[config.mk]
export PLATFORM = sky130hd
export DESIGN_NAME = yrgb_conv_flat
export DESIGN_NICKNAME = d
export VERILOG_FILES = /design/src/sv/yrgb_pkg.sv /design/src/sv/yrgb_rgb_if.sv /design/src/sv/yrgb_conv.sv /design/src/flat_wrapper.sv
export SDC_FILE = /design/constraint.sdc
export NUM_CORES = 1
export LEC_CHECK = 0
export BUFFER_PORTS_ARGS = -buffer_cell sky130_fd_sc_hd__buf_2
export CAP_MARGIN = 20
export CORE_ASPECT_RATIO = 1.25
export CORE_MARGIN = 2
export CORE_UTILIZATION = 56
export DETAILED_ROUTE_END_ITERATION = 16
export PLACE_DENSITY_LB_ADDON = 0.15
export SLEW_MARGIN = 15
export SYNTH_ARGS = -nofsm -noshare
export SYNTH_HDL_FRONTEND = slang
export SYNTH_SLANG_ARGS = --single-unit
[constraint.sdc]
create_clock -name i_clk -period 14.7 [get_ports i_clk]
set_input_delay 2.94 -clock i_clk [delete_from_list [all_inputs] [get_ports i_clk]]
set_output_delay 2.94 -clock i_clk [all_outputs]
set_load 0.01 [all_outputs]
[src/sv/yrgb_pkg.sv]
// Shared types, constants and a helper function of the YUV 4:2:0 to RGB888 converter.
package yrgb_pkg;

    // Default geometry limits.
    localparam int YRGB_MAX_WIDTH  = 4096;
    localparam int YRGB_MAX_HEIGHT = 4096;

    // Configuration port geometry.
    localparam int CFG_W     = 13;
    localparam int CFG_IDX_W = 1;
    // Limits are compared one bit wider than the register, so that 8192 fits.
    localparam int LIM_W     = CFG_W + 1;

    // Reset values of the configuration registers.
    localparam logic [CFG_W-1:0] FRAME_WIDTH_RST  = 13'd1920;
    localparam logic [CFG_W-1:0] FRAME_HEIGHT_RST = 13'd1080;

    // Sample widths.
    localparam int SAMPLE_W = 8;
    localparam int CHROMA_W = 2 * SAMPLE_W;

    // BT.601 coefficients in 8.8 fixed point and the chroma offset.
    localparam logic signed [10:0] COEF_RV = 11'sd359;
    localparam logic signed [10:0] COEF_GU = 11'sd88;
    localparam logic signed [10:0] COEF_GV = 11'sd183;
    localparam logic signed [10:0] COEF_BU = 11'sd454;
    localparam logic signed [8:0]  CHROMA_OFS = 9'sd128;
    localparam logic signed [11:0] PIX_MAX    = 12'sd255;

    // Configuration register indexes.
    typedef enum logic [CFG_IDX_W-1:0] {
        REG_FRAME_WIDTH  = 1'b0,
        REG_FRAME_HEIGHT = 1'b1
    } t_cfg_reg;

    // Effective frame limits handed to the sequencer.
    typedef struct packed {
        logic [LIM_W-1:0] last_col;
        logic [LIM_W-1:0] last_line;
    } t_limits;

    // Pixel as it leaves the sequencer: luma, resolved chroma and position flags.
    typedef struct packed {
        logic [SAMPLE_W-1:0] luma;
        logic [CHROMA_W-1:0] chroma;
        logic                eol;
        logic                eof;
    } t_stage;

    // Floor division by 256 followed by saturation to 0..255.
    function automatic logic [SAMPLE_W-1:0] shift_sat(input logic signed [19:0] x);
        logic signed [11:0] q;
        q = x[19:8];
        if (q < 12'sd0) begin
            shift_sat = '0;
        end else if (q > PIX_MAX) begin
            shift_sat = 8'd255;
        end else begin
            shift_sat = q[SAMPLE_W-1:0];
        end
    endfunction

endpackage

[src/sv/yrgb_rgb_if.sv]
// Output channel carrying one RGB888 pixel with line and frame markers per transfer.
interface yrgb_rgb_if;
    logic       valid;
    logic       ready;
    logic [7:0] red;
    logic [7:0] green;
    logic [7:0] blue;
    logic       end_of_line;
    logic       end_of_frame;

    modport source (output valid, output red, output green, output blue,
                    output end_of_line, output end_of_frame, input ready);
    modport sink   (input valid, input red, input green, input blue,
                    input end_of_line, input end_of_frame, output ready);
endinterface

[src/sv/yrgb_conv.sv]
// Fixed-point colour conversion with saturation and the output register.
module yrgb_conv
    import yrgb_pkg::*;
(
    input  logic        i_clk,
    input  logic        i_rst_n,
    input  logic        i_valid,
    input  t_stage      i_stage,
    output logic        o_take,
    yrgb_rgb_if.source  o_rgb
);

    logic                r_valid;
    logic [SAMPLE_W-1:0] r_red, n_red;
    logic [SAMPLE_W-1:0] r_green, n_green;
    logic [SAMPLE_W-1:0] r_blue, n_blue;
    logic                r_eol;
    logic                r_eof;

    logic signed [8:0]  u;
    logic signed [8:0]  v;
    logic signed [19:0] yy;
    logic signed [19:0] p_rv;
    logic signed [19:0] p_gu;
    logic signed [19:0] p_gv;
    logic signed [19:0] p_bu;

    // The output register is free when empty or when its transfer completes.
    assign o_take = !r_valid || o_rgb.ready;

    // Remove the chroma offset and scale luma to 8.8.
    assign u  = $signed({1'b0, i_stage.chroma[CHROMA_W-1:SAMPLE_W]}) - CHROMA_OFS;
    assign v  = $signed({1'b0, i_stage.chroma[SAMPLE_W-1:0]}) - CHROMA_OFS;
    assign yy = $signed({4'b0, i_stage.luma, 8'b0});

    // One constant product per term.
    assign p_rv = v * COEF_RV;
    assign p_gu = u * COEF_GU;
    assign p_gv = v * COEF_GV;
    assign p_bu = u * COEF_BU;

    // Sum, floor shift and clamp for each colour.
    always_comb begin
        n_red   = shift_sat(yy + p_rv);
        n_green = shift_sat(yy - p_gu - p_gv);
        n_blue  = shift_sat(yy + p_bu);
    end

    always_ff @(posedge i_clk) begin
        if (!i_rst_n) begin
            r_valid <= 1'b0;
        end else if (o_take) begin
            r_valid <= i_valid;
        end
    end

    always_ff @(posedge i_clk) begin
        if (o_take) begin
            r_red   <= n_red;
            r_green <= n_green;
            r_blue  <= n_blue;
            r_eol   <= i_stage.eol;
            r_eof   <= i_stage.eof;
        end
    end

    assign o_rgb.valid        = r_valid;
    assign o_rgb.red          = r_red;
    assign o_rgb.green        = r_green;
    assign o_rgb.blue         = r_blue;
    assign o_rgb.end_of_line  = r_eol;
    assign o_rgb.end_of_frame = r_eof;

endmodule

[src/flat_wrapper.sv]
// flat-port wrapper written by rule: the top's interface ports become plain ports
module yrgb_conv_flat import yrgb_pkg::*;
  (i_clk, i_rst_n, i_valid, i_stage, o_take, o_rgb_valid, o_rgb_red, o_rgb_green, o_rgb_blue, o_rgb_end_of_line, o_rgb_end_of_frame, o_rgb_ready);
  yrgb_rgb_if o_rgb_i ();
  input  logic i_clk;
  input  logic i_rst_n;
  input  logic i_valid;
  input  t_stage i_stage;
  output logic o_take;
  output wire logic [$bits(o_rgb_i.valid)-1:0] o_rgb_valid;
  output wire logic [$bits(o_rgb_i.red)-1:0] o_rgb_red;
  output wire logic [$bits(o_rgb_i.green)-1:0] o_rgb_green;
  output wire logic [$bits(o_rgb_i.blue)-1:0] o_rgb_blue;
  output wire logic [$bits(o_rgb_i.end_of_line)-1:0] o_rgb_end_of_line;
  output wire logic [$bits(o_rgb_i.end_of_frame)-1:0] o_rgb_end_of_frame;
  input wire logic [$bits(o_rgb_i.ready)-1:0] o_rgb_ready;
  assign o_rgb_valid = o_rgb_i.valid;
  assign o_rgb_red = o_rgb_i.red;
  assign o_rgb_green = o_rgb_i.green;
  assign o_rgb_blue = o_rgb_i.blue;
  assign o_rgb_end_of_line = o_rgb_i.end_of_line;
  assign o_rgb_end_of_frame = o_rgb_i.end_of_frame;
  assign o_rgb_i.ready = o_rgb_ready;
  yrgb_conv u_core (.i_clk(i_clk), .i_rst_n(i_rst_n), .i_valid(i_valid), .i_stage(i_stage), .o_take(o_take), .o_rgb(o_rgb_i));
endmodule
## Word-level counts from Yosys, hierarchy flattened

Cells that the tools add are included.

- Register bits after elaboration: 27
- Input port bits: 30
- Output and inout port bits: 28
- Word-level logic and storage cells: 27

- Add/subtract/negate cells: 6
- Multiply operators: 4
- Magnitude comparators: 6
- Muxes and demuxes: 3
- Reduce and logical (&&, ||, !) cells: 2

Operator list:

| operator | number |
|---|---|
| $add A17 B20 Y20 | 2 |
| $gt A12 B9 Y1 const B | 3 |
| $lt A12 B1 Y1 const B | 3 |
| $mul A9 B9 Y18 const B | 2 |
| $mux W8 | 3 |
| $sub A17 B20 Y20 | 1 |
| $sub A20 B20 Y20 | 1 |
| $mul A9 B10 Y19 const B | 1 |
| $sub A8 B8 Y9 const B | 2 |
| $mul A9 B5 Y14 const B | 1 |
| $logic_not A1 Y1 | 1 |
| $logic_or A1 B1 Y1 | 1 |

## Longest topological paths before layout

Gate-level depths: netlist of the first run.

- Depth after elaboration: 6
- Mapped depth: 28
- Mapped depth without buffers: 28

## Worst setup path after synthesis of the first run

No wires, ideal clock.

- Kind: input to register
- Start point: input i_stage[9] (netlist bit)
- End point: register u_core.r_green[0] (netlist: u_core.o_rgb.green[0]), data pin
- Library setup time: 0.254 ns
- Arrival: 8.332 ns
- Data required time: 14.446 ns
- Path slack: 6.113 ns
- Stages on the path: 23
- Buffers on the path: 0
- Cells stage by stage: inv_1 ha_1 xnor2_1 fa_1 fa_1 fa_1 inv_1 ha_1 a21boi_0 o21a_1 o21ai_0 nand2b_1 a21oi_1 xnor2_1 fa_1 inv_1 ha_1 a21o_1 a311oi_1 o21ai_1 mux2_2 o211ai_2 o21a_1

- Cells in the longest elaborated chain, start to end: 5
- Elaborated cells on any way between the ends: 6
- Classes of those cells: add/sub (2); mul (1); order compare (2); mux (1)

RTL lines:

| what | RTL line | RTL |
|---|---|---|
| start, declared | flat_wrapper.sv:8 | `input t_stage i_stage;` |
| $sub A8 B8 Y9 (*) | yrgb_conv.sv:33 | `assign v = $signed({1'b0, i_stage.chroma[SAMPLE_W-1:0]}) - CHROMA_OFS;` |
| $mul A9 B9 Y18 (*) | yrgb_conv.sv:39 | `assign p_gv = v * COEF_GV;` |
| $sub A20 B20 Y20 (*) | yrgb_conv.sv:45 | `n_green = shift_sat(yy - p_gu - p_gv);` |
| $gt A12 B9 Y1 | yrgb_pkg.sv:56 | `end else if (q > PIX_MAX) begin` |
| $mux W8 | yrgb_pkg.sv:56 |  |
| end signal, assigned | yrgb_conv.sv:60 | `r_green <= n_green;` |
| end, declared | yrgb_conv.sv:15 | `logic [SAMPLE_W-1:0] r_green, n_green;` |

Every way passes the cells marked *; elsewhere a longest branch is shown, timed or not.
A chain may end at the register's enable or synchronous reset.

## Worst setup path in the final report of the first run

- Start point: input i_stage[9] (netlist bit)
- End point: register u_core.r_green[6] (netlist: u_core.o_rgb.green[6]), data pin

The elaborated chain is that of the path after synthesis.

==> impl_metrics.prom, run 1 <==
# TYPE chip_impl_metric gauge
chip_impl_metric{name="syn_to_final_growth",unit="%"} 7.40
chip_impl_info{name="r2r-start",value="u_core.o_rgb.valid$_SDFFE_PN0P_"} 1
chip_impl_metric{name="synth-seq-cells",unit=""} 27
chip_impl_metric{name="detailedRoute.firstIterationViolations",unit=""} 260
chip_impl_metric{name="critical-path-max-stage-delay",unit="ns"} 0.54
chip_impl_metric{name="critical_path_buf_inv_count",unit=""} 4
chip_impl_metric{name="grt_max_degree",unit=""} 28
chip_impl_metric{name="crit_fanout",unit=""} 20
chip_impl_metric{name="ir_worst_vdd",unit="mV"} 0.132
chip_impl_info{name="top_signal_layer_used",value="met4"} 1
chip_impl_metric{name="syn-mean-instance-area",unit="um^2"} 8.84
chip_impl_info{name="timing.critical_path.mode_cell",value="fa_1"} 1
chip_impl_metric{name="cts_htree_levels",unit=""} 1
chip_impl_metric{name="placement_rows",unit=""} 48
chip_impl_info{name="startpoint",value="i_stage[9]"} 1
chip_impl_metric{name="port_buffers",unit=""} 57
chip_impl_info{name="tritoncts",value="built"} 1
chip_impl_metric{name="grt_overflow",unit=""} 0
chip_impl_metric{name="syn_nets",unit=""} 1159
chip_impl_metric{name="grtUsageTotal",unit="%"} 23.0
chip_impl_info{name="worstSetupStartpointType",value="primary input"} 1
chip_impl_metric{name="min_period_over_period",unit="%"} 63.4
chip_impl_info{name="worst_path_dominant_cell_family",value="adder cells"} 1
chip_impl_metric{name="async_flop_share",unit="%"} 0
chip_impl_metric{name="syn-instance-count",unit=""} 879
chip_impl_metric{name="cts_max_path_buffers",unit=""} 2
chip_impl_metric{name="numCtsBuffers",unit=""} 3
chip_impl_metric{name="crit_arrival",unit="ns"} 9.47
chip_impl_info{name="crit_path_top_delay_cell",value="fa_1"} 1
chip_impl_metric{name="finalNetCount",unit=""} 1217
chip_impl_info{name="setup.worst_path.class",value="in -> reg"} 1
chip_impl_metric{name="core_area",unit="um^2"} 13700
chip_impl_info{name="critical_path.endpoint_type",value="flip-flop"} 1
chip_impl_metric{name="pin_count",unit=""} 58
chip_impl_metric{name="antenna_cells",unit=""} 0
chip_impl_metric{name="relSlewSlack",unit="%"} 56.1
chip_impl_metric{name="fillerInstances",unit=""} 1261
chip_impl_metric{name="worstMarginPinSlew",unit="ns"} 0.642
chip_impl_metric{name="global_route_wire_length_before_repair",unit="mm"} 27.0
chip_impl_info{name="outcome",value="complete, no violations"} 1
chip_impl_metric{name="dr_wl_met2",unit="mm"} 8.64
chip_impl_metric{name="synth.yosys.warnings",unit=""} 0
chip_impl_metric{name="route.detailed.vias_per_inst",unit=""} 5.31
chip_impl_metric{name="worst_clock_skew",unit="ns"} 0.00412
chip_impl_metric{name="final.hold.worst_slack",unit="ns"} 0.850
chip_impl_metric{name="grt_pass1_vias",unit=""} 5842
chip_impl_metric{name="max_freq",unit="MHz"} 107
chip_impl_metric{name="synthDistinctLibCells",unit=""} 66
chip_impl_metric{name="die_h",unit="um"} 136
chip_impl_info{name="yosys_most_used_dff",value="edfxtp_1"} 1
chip_impl_metric{name="clk_pin_slew_worst_paths",unit="ns"} 0.07
chip_impl_metric{name="first_pass_iters",unit=""} 6
chip_impl_metric{name="cts_post_setup_buffers_inserted",unit=""} 0
chip_impl_metric{name="setup_viol",unit=""} 0
chip_impl_metric{name="wirelength_met1",unit="mm"} 6.87
chip_impl_metric{name="routed_wl_per_cell",unit="um"} 14.6
chip_impl_metric{name="total_half_perimeter_wirelength_after_legalization_and_detailed_placement",unit="mm"} 14.0
chip_impl_metric{name="synth_edf_count",unit=""} 26
chip_impl_metric{name="antenna_found_initial",unit=""} 0
chip_impl_metric{name="p_per_area",unit="nW/um^2"} 224
chip_impl_metric{name="drive_above_1_share",unit="%"} 9.40
chip_impl_metric{name="critPathRequiredTime",unit="ns"} 14.85
chip_impl_metric{name="clock_latency",unit="ns"} 0.27
chip_impl_metric{name="met3RoutedLength",unit="um"} 233
chip_impl_metric{name="static-leakage-power",unit="uW"} 0.00437
chip_impl_metric{name="finalWeightedCongestion",unit=""} 0.876
chip_impl_metric{name="overall_die_width",unit="um"} 109
chip_impl_info{name="worst_hold_startpoint",value="u_core.o_rgb.valid$_SDFFE_PN0P_"} 1
chip_impl_metric{name="finalMaxSlewViolations",unit=""} 0
chip_impl_metric{name="route.vias.total",unit=""} 5895
chip_impl_metric{name="start_util",unit="%"} 56.8
chip_impl_metric{name="total_negative_setup_slack",unit="ns"} 0
chip_impl_metric{name="die-area",unit="um^2"} 14800
chip_impl_info{name="root_buffer",value="clkbuf_16"} 1
chip_impl_metric{name="combined_area_of_all_synthesized_cells",unit="um^2"} 7770
chip_impl_metric{name="finalWirelength",unit="mm"} 16.2
chip_impl_metric{name="route.detailed.drc",unit=""} 0
chip_impl_metric{name="cts_resized",unit=""} 0
chip_impl_info{name="rsz0062_at_grt",value="no"} 1
chip_impl_info{name="hold_path.class",value="reg -> reg"} 1
chip_impl_metric{name="cts_hold_buf",unit=""} 0
chip_impl_metric{name="min_period",unit="ns"} 9.32
chip_impl_metric{name="final_antenna_net_count",unit=""} 0
chip_impl_metric{name="cap_violations",unit=""} 0
chip_impl_metric{name="final_hold_viol_count",unit=""} 0
chip_impl_metric{name="cts.sinks",unit=""} 27
chip_impl_metric{name="yosysSeqAreaShare",unit="%"} 10.3
-- cells by family after synthesis --
group	count (synthesis)	synth area share [%]
fa+ha+maj	250	46.9
mux	4	0.531
simple gates	154	10.1
compound gates	177	15.2
xor+xnor	64	7.21
buf+inv	203	9.80
flops	27	10.3
-- final timing paths --
path | slack, ns | to | depth (start not counted)
worst max-delay path | 5.38 | u_core.o_rgb.green[6]$_SDFFCE_PN0P_ | 26
worst min register to register | 0.85 | u_core.o_rgb.blue[6]$_SDFFCE_PN0P_ | 2
worst min-delay path | 0.85 | u_core.o_rgb.blue[6]$_SDFFCE_PN0P_ | 2
worst max register to register | 13.63 | u_core.o_rgb.end_of_line$_DFFE_PP_ | 2
-- report_power, final --
group          switching (uW)  internal [uW]  total [uW]  leakage (uW)
Sequential               8.01            141         149      0.000277
Combinational             942            716        1660       0.00406
Clock                    28.8           37.1        65.9     0.0000371
-- cells in the final DEF (no fill, tap or decap), types with 5 or more instances in the layout --
| cell | n |
|---|---|
| a21o_1 | 8 |
| a21oi_1 | 53 |
| buf_2 | 57 |
| edfxtp_1 | 26 |
| fa_1 | 69 |
| ha_1 | 181 |
| inv_1 | 197 |
| nand2_1 | 36 |
| nand2b_1 | 9 |
| nand3_1 | 9 |
| nand4_1 | 5 |
| nor2_1 | 40 |
| nor2b_1 | 9 |
| nor3_1 | 13 |
| o21a_1 | 25 |
| o21ai_0 | 41 |
| or2_2 | 10 |
| xnor2_1 | 48 |
| xor2_1 | 16 |
-- worst min-delay path: stages, from the launching register on --
cell	delay (ns)
dfxtp_1	0.33
nand2b_1	0.07
buf_4	0.25
-- per-stage QoR --
step                area (um^2)  utilization (%)  instances  total power (uW)  worst slack [ns]
CTS                        8350             61.0       1111              1870              5.34
floorplan                  7770                -        879              1430              6.11
global placement           8270             60.4       1107              1770              5.18
detailed placement         8270             60.4       1107              1790              5.08
finish                     8350             61.0       1111              1870              5.38
global route               8350             61.0       1111              2090              4.80
-- routing by layer --
layer / global-route usage [%] / vias to the layer above
met1: 28.3 / 2752
met2: 42.4 / 70
met5: 0 / -
li1: - / 3049
met3: 0.866 / 24
met4: 8.02 / 0
-- cell type report --
type                       instances  area [um^2]  share of cell area (%)
timing repair buffer              58          293                    3.51
multi-input combinational        649         6210                    74.4
sequential                        27          801                    9.59
inverter                         198          743                    8.90
clock inverter                     1         7.51                  0.0899
clock buffer                       3         75.1                   0.899
tap                              175          219                    2.62
-- state kept, by name, summed over array words and instances (netlist names) --
| name | flops |
|---|---|
| u_core.o_rgb.end_of_frame | 1 |
| u_core.o_rgb.blue | 8 |
| u_core.o_rgb.green | 8 |
| u_core.o_rgb.valid | 1 |
| u_core.o_rgb.end_of_line | 1 |
| u_core.o_rgb.red | 8 |
-- synthesized netlist by cell type, types with 10 or more instances --
cell type / n / share of area, %
inv_1: 197 / 9.5
ha_1: 181 / 29
fa_1: 69 / 18
a21oi_1: 53 / 3.4
xnor2_1: 48 / 5.4
o21ai_0: 41 / 2.6
nor2_1: 40 / 1.9
nand2_1: 36 / 1.7
edfxtp_1: 26 / 10
o21a_1: 25 / 2.4
xor2_1: 16 / 1.8
nor3_1: 13 / 0.84
or2_2: 10 / 0.80
Power figures use the tool's default switching activity.
==> run 2: changes to the inputs <==
==> constraint.sdc (replaced) <==
create_clock -name i_clk -period 9.4 [get_ports i_clk]
set_input_delay 1.88 -clock i_clk [delete_from_list [all_inputs] [get_ports i_clk]]
set_output_delay 1.88 -clock i_clk [all_outputs]
set_load 0.01 [all_outputs]
==> run 2 against run 1 <==
Sequential cell count is the same. Critical path depth did not move. Combinational power grew 56%. Die area unchanged. Critical endpoint unchanged.
==> impl_metrics.prom, run 2 (same netlist as run 1, synthesis figures left out) <==
# TYPE chip_impl_metric gauge
chip_impl_info{name="critical_path.endpoint_type",value="flip-flop"} 1
chip_impl_metric{name="min_delay_path_depth",unit=""} 2
chip_impl_metric{name="grt_max_degree",unit=""} 28
chip_impl_metric{name="cts_htree_levels",unit=""} 1
chip_impl_metric{name="finalNetCount",unit=""} 1217
chip_impl_metric{name="crit_fanout",unit=""} 20
chip_impl_metric{name="route.vias.total",unit=""} 5903
chip_impl_info{name="root_buffer",value="clkbuf_16"} 1
chip_impl_info{name="layout_commonest_cell",value="inv_1"} 1
chip_impl_metric{name="post_route_non_filler_standard_cell_count",unit=""} 1111
chip_impl_info{name="worst_path_dominant_cell_family",value="adder cells"} 1
chip_impl_metric{name="cts_hold_buf",unit=""} 0
chip_impl_metric{name="p_per_area",unit="nW/um^2"} 351
chip_impl_metric{name="clock_latency",unit="ns"} 0.27
chip_impl_metric{name="antenna_cells",unit=""} 0
chip_impl_info{name="layout.cells.most_common_list",value="inv_1 (197), ha_1 (181), fa_1 (69), buf_2 (57), a21oi_1 (53)"} 1
chip_impl_metric{name="antenna_found_initial",unit=""} 0
chip_impl_info{name="setup.worst_path.class",value="in -> reg"} 1
chip_impl_metric{name="route.detailed.vias_per_inst",unit=""} 5.31
chip_impl_metric{name="core_area",unit="um^2"} 13700
chip_impl_metric{name="numCtsBuffers",unit=""} 3
chip_impl_metric{name="critPathRequiredTime",unit="ns"} 9.55
chip_impl_metric{name="final_hold_viol_count",unit=""} 0
chip_impl_metric{name="setup_viol",unit=""} 0
chip_impl_metric{name="final_antenna_net_count",unit=""} 0
chip_impl_metric{name="port_buffers",unit=""} 57
chip_impl_metric{name="finalMaxSlewViolations",unit=""} 0
chip_impl_metric{name="cts_max_path_buffers",unit=""} 2
chip_impl_metric{name="critical-path-max-stage-delay",unit="ns"} 0.54
chip_impl_metric{name="cap_violations",unit=""} 0
chip_impl_metric{name="dpl.cell_count",unit=""} 1107
chip_impl_metric{name="die_h",unit="um"} 136
chip_impl_info{name="rsz0062_at_grt",value="no"} 1
chip_impl_info{name="timing.critical_path.mode_cell",value="fa_1"} 1
chip_impl_metric{name="detailedRoute.firstIterationViolations",unit=""} 277
chip_impl_metric{name="worstMarginPinSlew",unit="ns"} 0.637
chip_impl_metric{name="clk_pin_slew_worst_paths",unit="ns"} 0.07
chip_impl_metric{name="global_route_wire_length_before_repair",unit="mm"} 26.9
chip_impl_metric{name="start_util",unit="%"} 56.8
chip_impl_metric{name="route.detailed.drc",unit=""} 0
chip_impl_metric{name="finalWirelength",unit="mm"} 16.2
chip_impl_metric{name="crit_arrival",unit="ns"} 8.51
chip_impl_metric{name="overall_die_width",unit="um"} 109
chip_impl_metric{name="routed_wl_per_cell",unit="um"} 14.6
chip_impl_info{name="worstSetupStartpointType",value="primary input"} 1
chip_impl_info{name="hold_path.class",value="reg -> reg"} 1
chip_impl_metric{name="worstRegToRegCells",unit=""} 2
chip_impl_metric{name="grt_overflow",unit=""} 0
chip_impl_metric{name="grtUsageTotal",unit="%"} 23.0
chip_impl_metric{name="max_freq",unit="MHz"} 120
chip_impl_metric{name="total_half_perimeter_wirelength_after_legalization_and_detailed_placement",unit="mm"} 14.0
chip_impl_metric{name="cts_post_setup_buffers_inserted",unit=""} 0
chip_impl_metric{name="worst_clock_skew",unit="ns"} 0.00373
chip_impl_metric{name="cts_resized",unit=""} 0
chip_impl_metric{name="finalWeightedCongestion",unit=""} 0.876
chip_impl_metric{name="pin_count",unit=""} 58
chip_impl_metric{name="reg2reg_slack",unit="ns"} 8.33
chip_impl_info{name="r2r-start",value="u_core.o_rgb.valid$_SDFFE_PN0P_"} 1
chip_impl_info{name="worst_hold_startpoint",value="u_core.o_rgb.valid$_SDFFE_PN0P_"} 1
chip_impl_metric{name="min_period_over_period",unit="%"} 89.0
chip_impl_info{name="crit_path_top_delay_cell",value="fa_1"} 1
chip_impl_metric{name="relSlewSlack",unit="%"} 56.4
chip_impl_metric{name="static-leakage-power",unit="uW"} 0.00437
chip_impl_metric{name="syn_to_final_growth",unit="%"} 7.40
chip_impl_metric{name="cts.sinks",unit=""} 27
chip_impl_metric{name="first_pass_iters",unit=""} 5
chip_impl_info{name="tritoncts",value="built"} 1
chip_impl_metric{name="drive_above_1_share",unit="%"} 9.40
chip_impl_info{name="worstHoldEndpoint",value="u_core.o_rgb.blue[6]$_SDFFCE_PN0P_"} 1
chip_impl_metric{name="grt_pass1_vias",unit=""} 5887
chip_impl_metric{name="total_negative_setup_slack",unit="ns"} 0
chip_impl_metric{name="critical_path_buf_inv_count",unit=""} 4
chip_impl_metric{name="ir_worst_vdd",unit="mV"} 0.209
chip_impl_metric{name="die-area",unit="um^2"} 14800
chip_impl_metric{name="placement_rows",unit=""} 48
chip_impl_info{name="crit-reg2reg-capture",value="u_core.o_rgb.blue[1]$_SDFFCE_PN0P_"} 1
chip_impl_metric{name="utilization_of_the_core_after_routing",unit="%"} 61.0
chip_impl_info{name="outcome",value="complete, no violations"} 1
chip_impl_metric{name="min_period",unit="ns"} 8.36
==> run 2: cell counts in the layout (fill, tap and decap cells not counted) <==
Identical to the previous run, type by type.
==> run 2: final cells by class <==
cell class	count	area (um^2)
Tap cell	175	219
Clock inverter	1	7.51
Sequential cell	27	801
Timing Repair Buffer	58	293
Fill cell	1262	5340
Inverter	198	743
Multi-Input combinational cell	649	6210
Clock buffer	3	75.1
==> run 2: worst max path at each step <==
stage               startpoint                                   to  depth (start not counted)
global placement    i_stage[9]  u_core.o_rgb.green[0]$_SDFFCE_PN0P_                         26
global route        i_stage[9]  u_core.o_rgb.green[1]$_SDFFCE_PN0P_                         26
floorplan           i_stage[9]  u_core.o_rgb.green[0]$_SDFFCE_PN0P_                         23
CTS                 i_stage[9]  u_core.o_rgb.green[6]$_SDFFCE_PN0P_                         26
detailed placement  i_stage[9]  u_core.o_rgb.green[6]$_SDFFCE_PN0P_                         26
finish              i_stage[9]  u_core.o_rgb.green[6]$_SDFFCE_PN0P_                         26
==> run 2: through the flow <==
step	hold slack, ns	power, uW	instance area [um^2]	setup slack (ns)
final	0.843	2930	8350	1.04
after global routing	0.883	3270	8350	0.573
after CTS	0.853	2930	8350	1.05
after detailed placement	0.834	2800	8270	0.854
after global placement	0.829	2770	8270	0.939
after floorplan	1.25	2230	7770	1.87
==> run 2: layer usage <==
metal  wire length [um]  vias up  track usage [%]  part of all wire (%)
met5                  0        -                0                     0
li1                   -     3044                -                     -
met4                425        0             7.17                   2.6
met2               8750       68             43.1                    54
met1               6830     2767             28.1                    42
met3                207       24            0.770                   1.3
==> run 2: power breakdown <==
| group | switching [uW] | total, uW | internal, uW |
|---|---|---|---|
| Clock | 44.4 | 102 | 58.1 |
| Combinational | 1480 | 2590 | 1120 |
| Sequential | 13.0 | 233 | 220 |
| Total | 1530 | 2930 | 1400 |
==> run 2: worst reg2reg max path, delay by kind of cell (launching register included) <==
| family | cells | cell delay (ns) |
|---|---|---|
| buf+inv | 1 | 0.34 |
| flops | 1 | 0.31 |
| simple gates | 1 | 0.08 |
==> run 3: changes to the inputs <==
==> constraint.sdc (replaced) <==
create_clock -name i_clk -period 10.5 [get_ports i_clk]
set_input_delay 2.1 -clock i_clk [delete_from_list [all_inputs] [get_ports i_clk]]
set_output_delay 2.1 -clock i_clk [all_outputs]
set_load 0.01 [all_outputs]
==> run 3 against run 2 <==
Die area unchanged. Core utilization unchanged. Clock power shrank 9%. Clock skew fell by 0.0025 ns. Setup slack better by 0.85 ns. Critical path depth unchanged. Clock-buffer cell count stayed put. Sequential cell count is the same. Cell count stayed put. Routed wire length decreased by 0.14%. Sequential share of layout area did not move. Non-clock buffer count unchanged.
==> impl_metrics.prom, run 3 (same netlist as run 1, synthesis figures left out) <==
# TYPE chip_impl_metric gauge
chip_impl_metric{name="critPathRequiredTime",unit="ns"} 10.65
chip_impl_metric{name="route.detailed.vias_per_inst",unit=""} 5.35
chip_impl_metric{name="final_antenna_net_count",unit=""} 0
chip_impl_metric{name="final_hold_viol_count",unit=""} 0
chip_impl_metric{name="total_half_perimeter_wirelength_after_legalization_and_detailed_placement",unit="mm"} 14.0
chip_impl_info{name="layout_commonest_cell",value="inv_1"} 1
chip_impl_metric{name="cts_htree_levels",unit=""} 1
chip_impl_metric{name="detailedRoute.firstIterationViolations",unit=""} 265
chip_impl_metric{name="cap_violations",unit=""} 0
chip_impl_metric{name="port_buffers",unit=""} 57
chip_impl_metric{name="finalWeightedCongestion",unit=""} 0.876
chip_impl_metric{name="global_route_wire_length_before_repair",unit="mm"} 27.1
chip_impl_metric{name="start_util",unit="%"} 56.8
chip_impl_metric{name="total_negative_setup_slack",unit="ns"} 0
chip_impl_metric{name="max_freq",unit="MHz"} 116
chip_impl_metric{name="setup_viol",unit=""} 0
chip_impl_metric{name="net-switching-power",unit="uW"} 1370
chip_impl_metric{name="layout_setup_ws",unit="ns"} 1.89
chip_impl_metric{name="min_delay_path_depth",unit=""} 2
chip_impl_metric{name="antenna_found_initial",unit=""} 0
chip_impl_metric{name="combPwrFrac",unit="%"} 88.5
chip_impl_info{name="setup.worst_path.class",value="in -> reg"} 1
chip_impl_metric{name="cts_max_path_buffers",unit=""} 2
chip_impl_metric{name="cts_post_setup_buffers_inserted",unit=""} 0
chip_impl_metric{name="cts_hold_buf",unit=""} 0
chip_impl_metric{name="drive_above_1_share",unit="%"} 9.40
chip_impl_info{name="worstSetupStartpointType",value="primary input"} 1
chip_impl_metric{name="p_per_area",unit="nW/um^2"} 313
chip_impl_metric{name="finalMaxSlewViolations",unit=""} 0
chip_impl_metric{name="routed_wl_per_cell",unit="um"} 14.6
chip_impl_info{name="rsz0062_at_grt",value="no"} 1
chip_impl_metric{name="route.detailed.drc",unit=""} 0
chip_impl_metric{name="numCtsBuffers",unit=""} 3
chip_impl_metric{name="worstRegToRegCells",unit=""} 2
chip_impl_metric{name="die_h",unit="um"} 136
chip_impl_metric{name="min_period_over_period",unit="%"} 82.0
chip_impl_info{name="tritoncts",value="built"} 1
chip_impl_info{name="critical_path.endpoint_type",value="flip-flop"} 1
chip_impl_metric{name="relSlewSlack",unit="%"} 55.9
chip_impl_metric{name="grtUsageTotal",unit="%"} 23.1
chip_impl_info{name="r2r-start",value="u_core.o_rgb.valid$_SDFFE_PN0P_"} 1
chip_impl_info{name="worst_hold_startpoint",value="u_core.o_rgb.valid$_SDFFE_PN0P_"} 1
chip_impl_metric{name="antenna_cells",unit=""} 0
chip_impl_metric{name="grt_pass1_vias",unit=""} 5915
chip_impl_metric{name="fillerInstances",unit=""} 1270
chip_impl_metric{name="pin_count",unit=""} 58
chip_impl_metric{name="placement_rows",unit=""} 48
chip_impl_info{name="hold_path.class",value="reg -> reg"} 1
chip_impl_metric{name="core_area",unit="um^2"} 13700
chip_impl_metric{name="worstMarginPinSlew",unit="ns"} 0.645
chip_impl_info{name="outcome",value="complete, no violations"} 1
chip_impl_metric{name="crit_arrival",unit="ns"} 8.75
chip_impl_metric{name="grt_overflow",unit=""} 0
chip_impl_metric{name="min_period",unit="ns"} 8.61
chip_impl_metric{name="worst_clock_skew",unit="ns"} 0.00126
chip_impl_metric{name="clock_power_share",unit="%"} 3.5
chip_impl_metric{name="first_pass_iters",unit=""} 5
chip_impl_metric{name="syn_to_final_growth",unit="%"} 7.40
chip_impl_metric{name="sw_frac_of_total",unit="%"} 52.2
chip_impl_metric{name="cts.sinks",unit=""} 27
chip_impl_metric{name="cell_internal_pwr",unit="uW"} 1250
chip_impl_metric{name="grt_max_degree",unit=""} 28
chip_impl_metric{name="finalNetCount",unit=""} 1217
chip_impl_metric{name="static-leakage-power",unit="uW"} 0.00437
chip_impl_info{name="layout.cells.most_common_list",value="inv_1 (197), ha_1 (181), fa_1 (69), buf_2 (57), a21oi_1 (53)"} 1
chip_impl_info{name="worstHoldEndpoint",value="u_core.o_rgb.blue[6]$_SDFFCE_PN0P_"} 1
chip_impl_metric{name="die-area",unit="um^2"} 14800
chip_impl_metric{name="reg2reg_slack",unit="ns"} 9.43
chip_impl_metric{name="overall_die_width",unit="um"} 109
chip_impl_metric{name="route.vias.total",unit=""} 5945
chip_impl_metric{name="post-place-ws",unit="ns"} 1.67
chip_impl_metric{name="crit_fanout",unit=""} 20
chip_impl_metric{name="clock_latency",unit="ns"} 0.27
chip_impl_metric{name="finalWirelength",unit="mm"} 16.2
chip_impl_metric{name="cts_resized",unit=""} 0
chip_impl_metric{name="power_frac_seq",unit="%"} 8.0
chip_impl_metric{name="clk_pin_slew_worst_paths",unit="ns"} 0.07
chip_impl_metric{name="ir_worst_vdd",unit="mV"} 0.189
chip_impl_info{name="root_buffer",value="clkbuf_16"} 1
chip_impl_info{name="crit-reg2reg-capture",value="u_core.o_rgb.green[0]$_SDFFCE_PN0P_"} 1
==> run 3: cell counts in the layout (fill, tap and decap cells not counted) <==
Identical to the previous run, type by type.
==> run 3: final cells by class <==
cell class                 count  area (um^2)  area share, %
sequential                    27          801           9.59
clock buffer                   3         75.1          0.899
multi-input combinational    649         6210           74.4
inverter                     198          743           8.90
timing repair buffer          58          293           3.51
tap                          175          219           2.62
clock inverter                 1         7.51         0.0899
==> run 3: worst max-delay path, stage by stage <==
cell      delay (ns)
buf_2           0.40
inv_1           0.33
ha_1            0.42
xnor2_1         0.25
fa_1            0.47
fa_1            0.47
fa_1            0.54
inv_1           0.04
ha_1            0.32
a21boi_0        0.14
o21a_1          0.19
o21ai_0         0.21
nand2b_1        0.08
a21oi_1         0.18
xnor2_1         0.10
fa_1            0.48
inv_1           0.04
ha_1            0.31
o21a_1          0.13
nor2_1          0.06
nor2b_1         0.25
nand4_1         0.14
o21ai_1         0.24
o21ai_0         0.11
a31oi_1         0.50
o21a_1          0.21
==> run 3: power by group through the flow <==
stage,Sequential (uW),Combinational (uW),Clock (uW)
3_5_place_dp,212,2300,0
4_1_cts,209,2320,93.1
2_1_floorplan,241,1760,0
6_report,208,2320,92.6
3_3_place_gp,211,2270,0
5_1_grt,213,2620,96.0
==> run 3: per-stage QoR <==
step / instances / hold WS (ns) / cell area [um^2] / util [%] / total power [uW]
2_1_floorplan: 879 / 1.25 / 7770 / - / 2000
3_3_place_gp: 1107 / 0.829 / 8270 / 60.4 / 2480
3_5_place_dp: 1107 / 0.836 / 8270 / 60.4 / 2510
4_1_cts: 1111 / 0.854 / 8350 / 61.0 / 2620
5_1_grt: 1111 / 0.882 / 8350 / 61.0 / 2930
6_report: 1111 / 0.845 / 8350 / 61.0 / 2620
==> run 3: worst max path at each step <==
stage / startpoint / to
floorplan: i_stage[9] / u_core.o_rgb.green[0]$_SDFFCE_PN0P_
global placement: i_stage[9] / u_core.o_rgb.green[0]$_SDFFCE_PN0P_
detailed placement: i_stage[9] / u_core.o_rgb.green[6]$_SDFFCE_PN0P_
CTS: i_stage[9] / u_core.o_rgb.green[6]$_SDFFCE_PN0P_
global route: i_stage[9] / u_core.o_rgb.green[1]$_SDFFCE_PN0P_
finish: i_stage[9] / u_core.o_rgb.green[6]$_SDFFCE_PN0P_
==> run 3: layer usage <==
| metal | share of wire [%] | GRT usage [%] | vias up | wire length [um] |
|---|---|---|---|---|
| met3 | 1.6 | 0.577 | 30 | 257 |
| li1 | - | - | 3043 | - |
| met1 | 42 | 28.7 | 2769 | 6730 |
| met4 | 3.4 | 8.30 | 0 | 557 |
| met2 | 53 | 42.4 | 103 | 8640 |
| met5 | 0 | 0 | - | 0 |
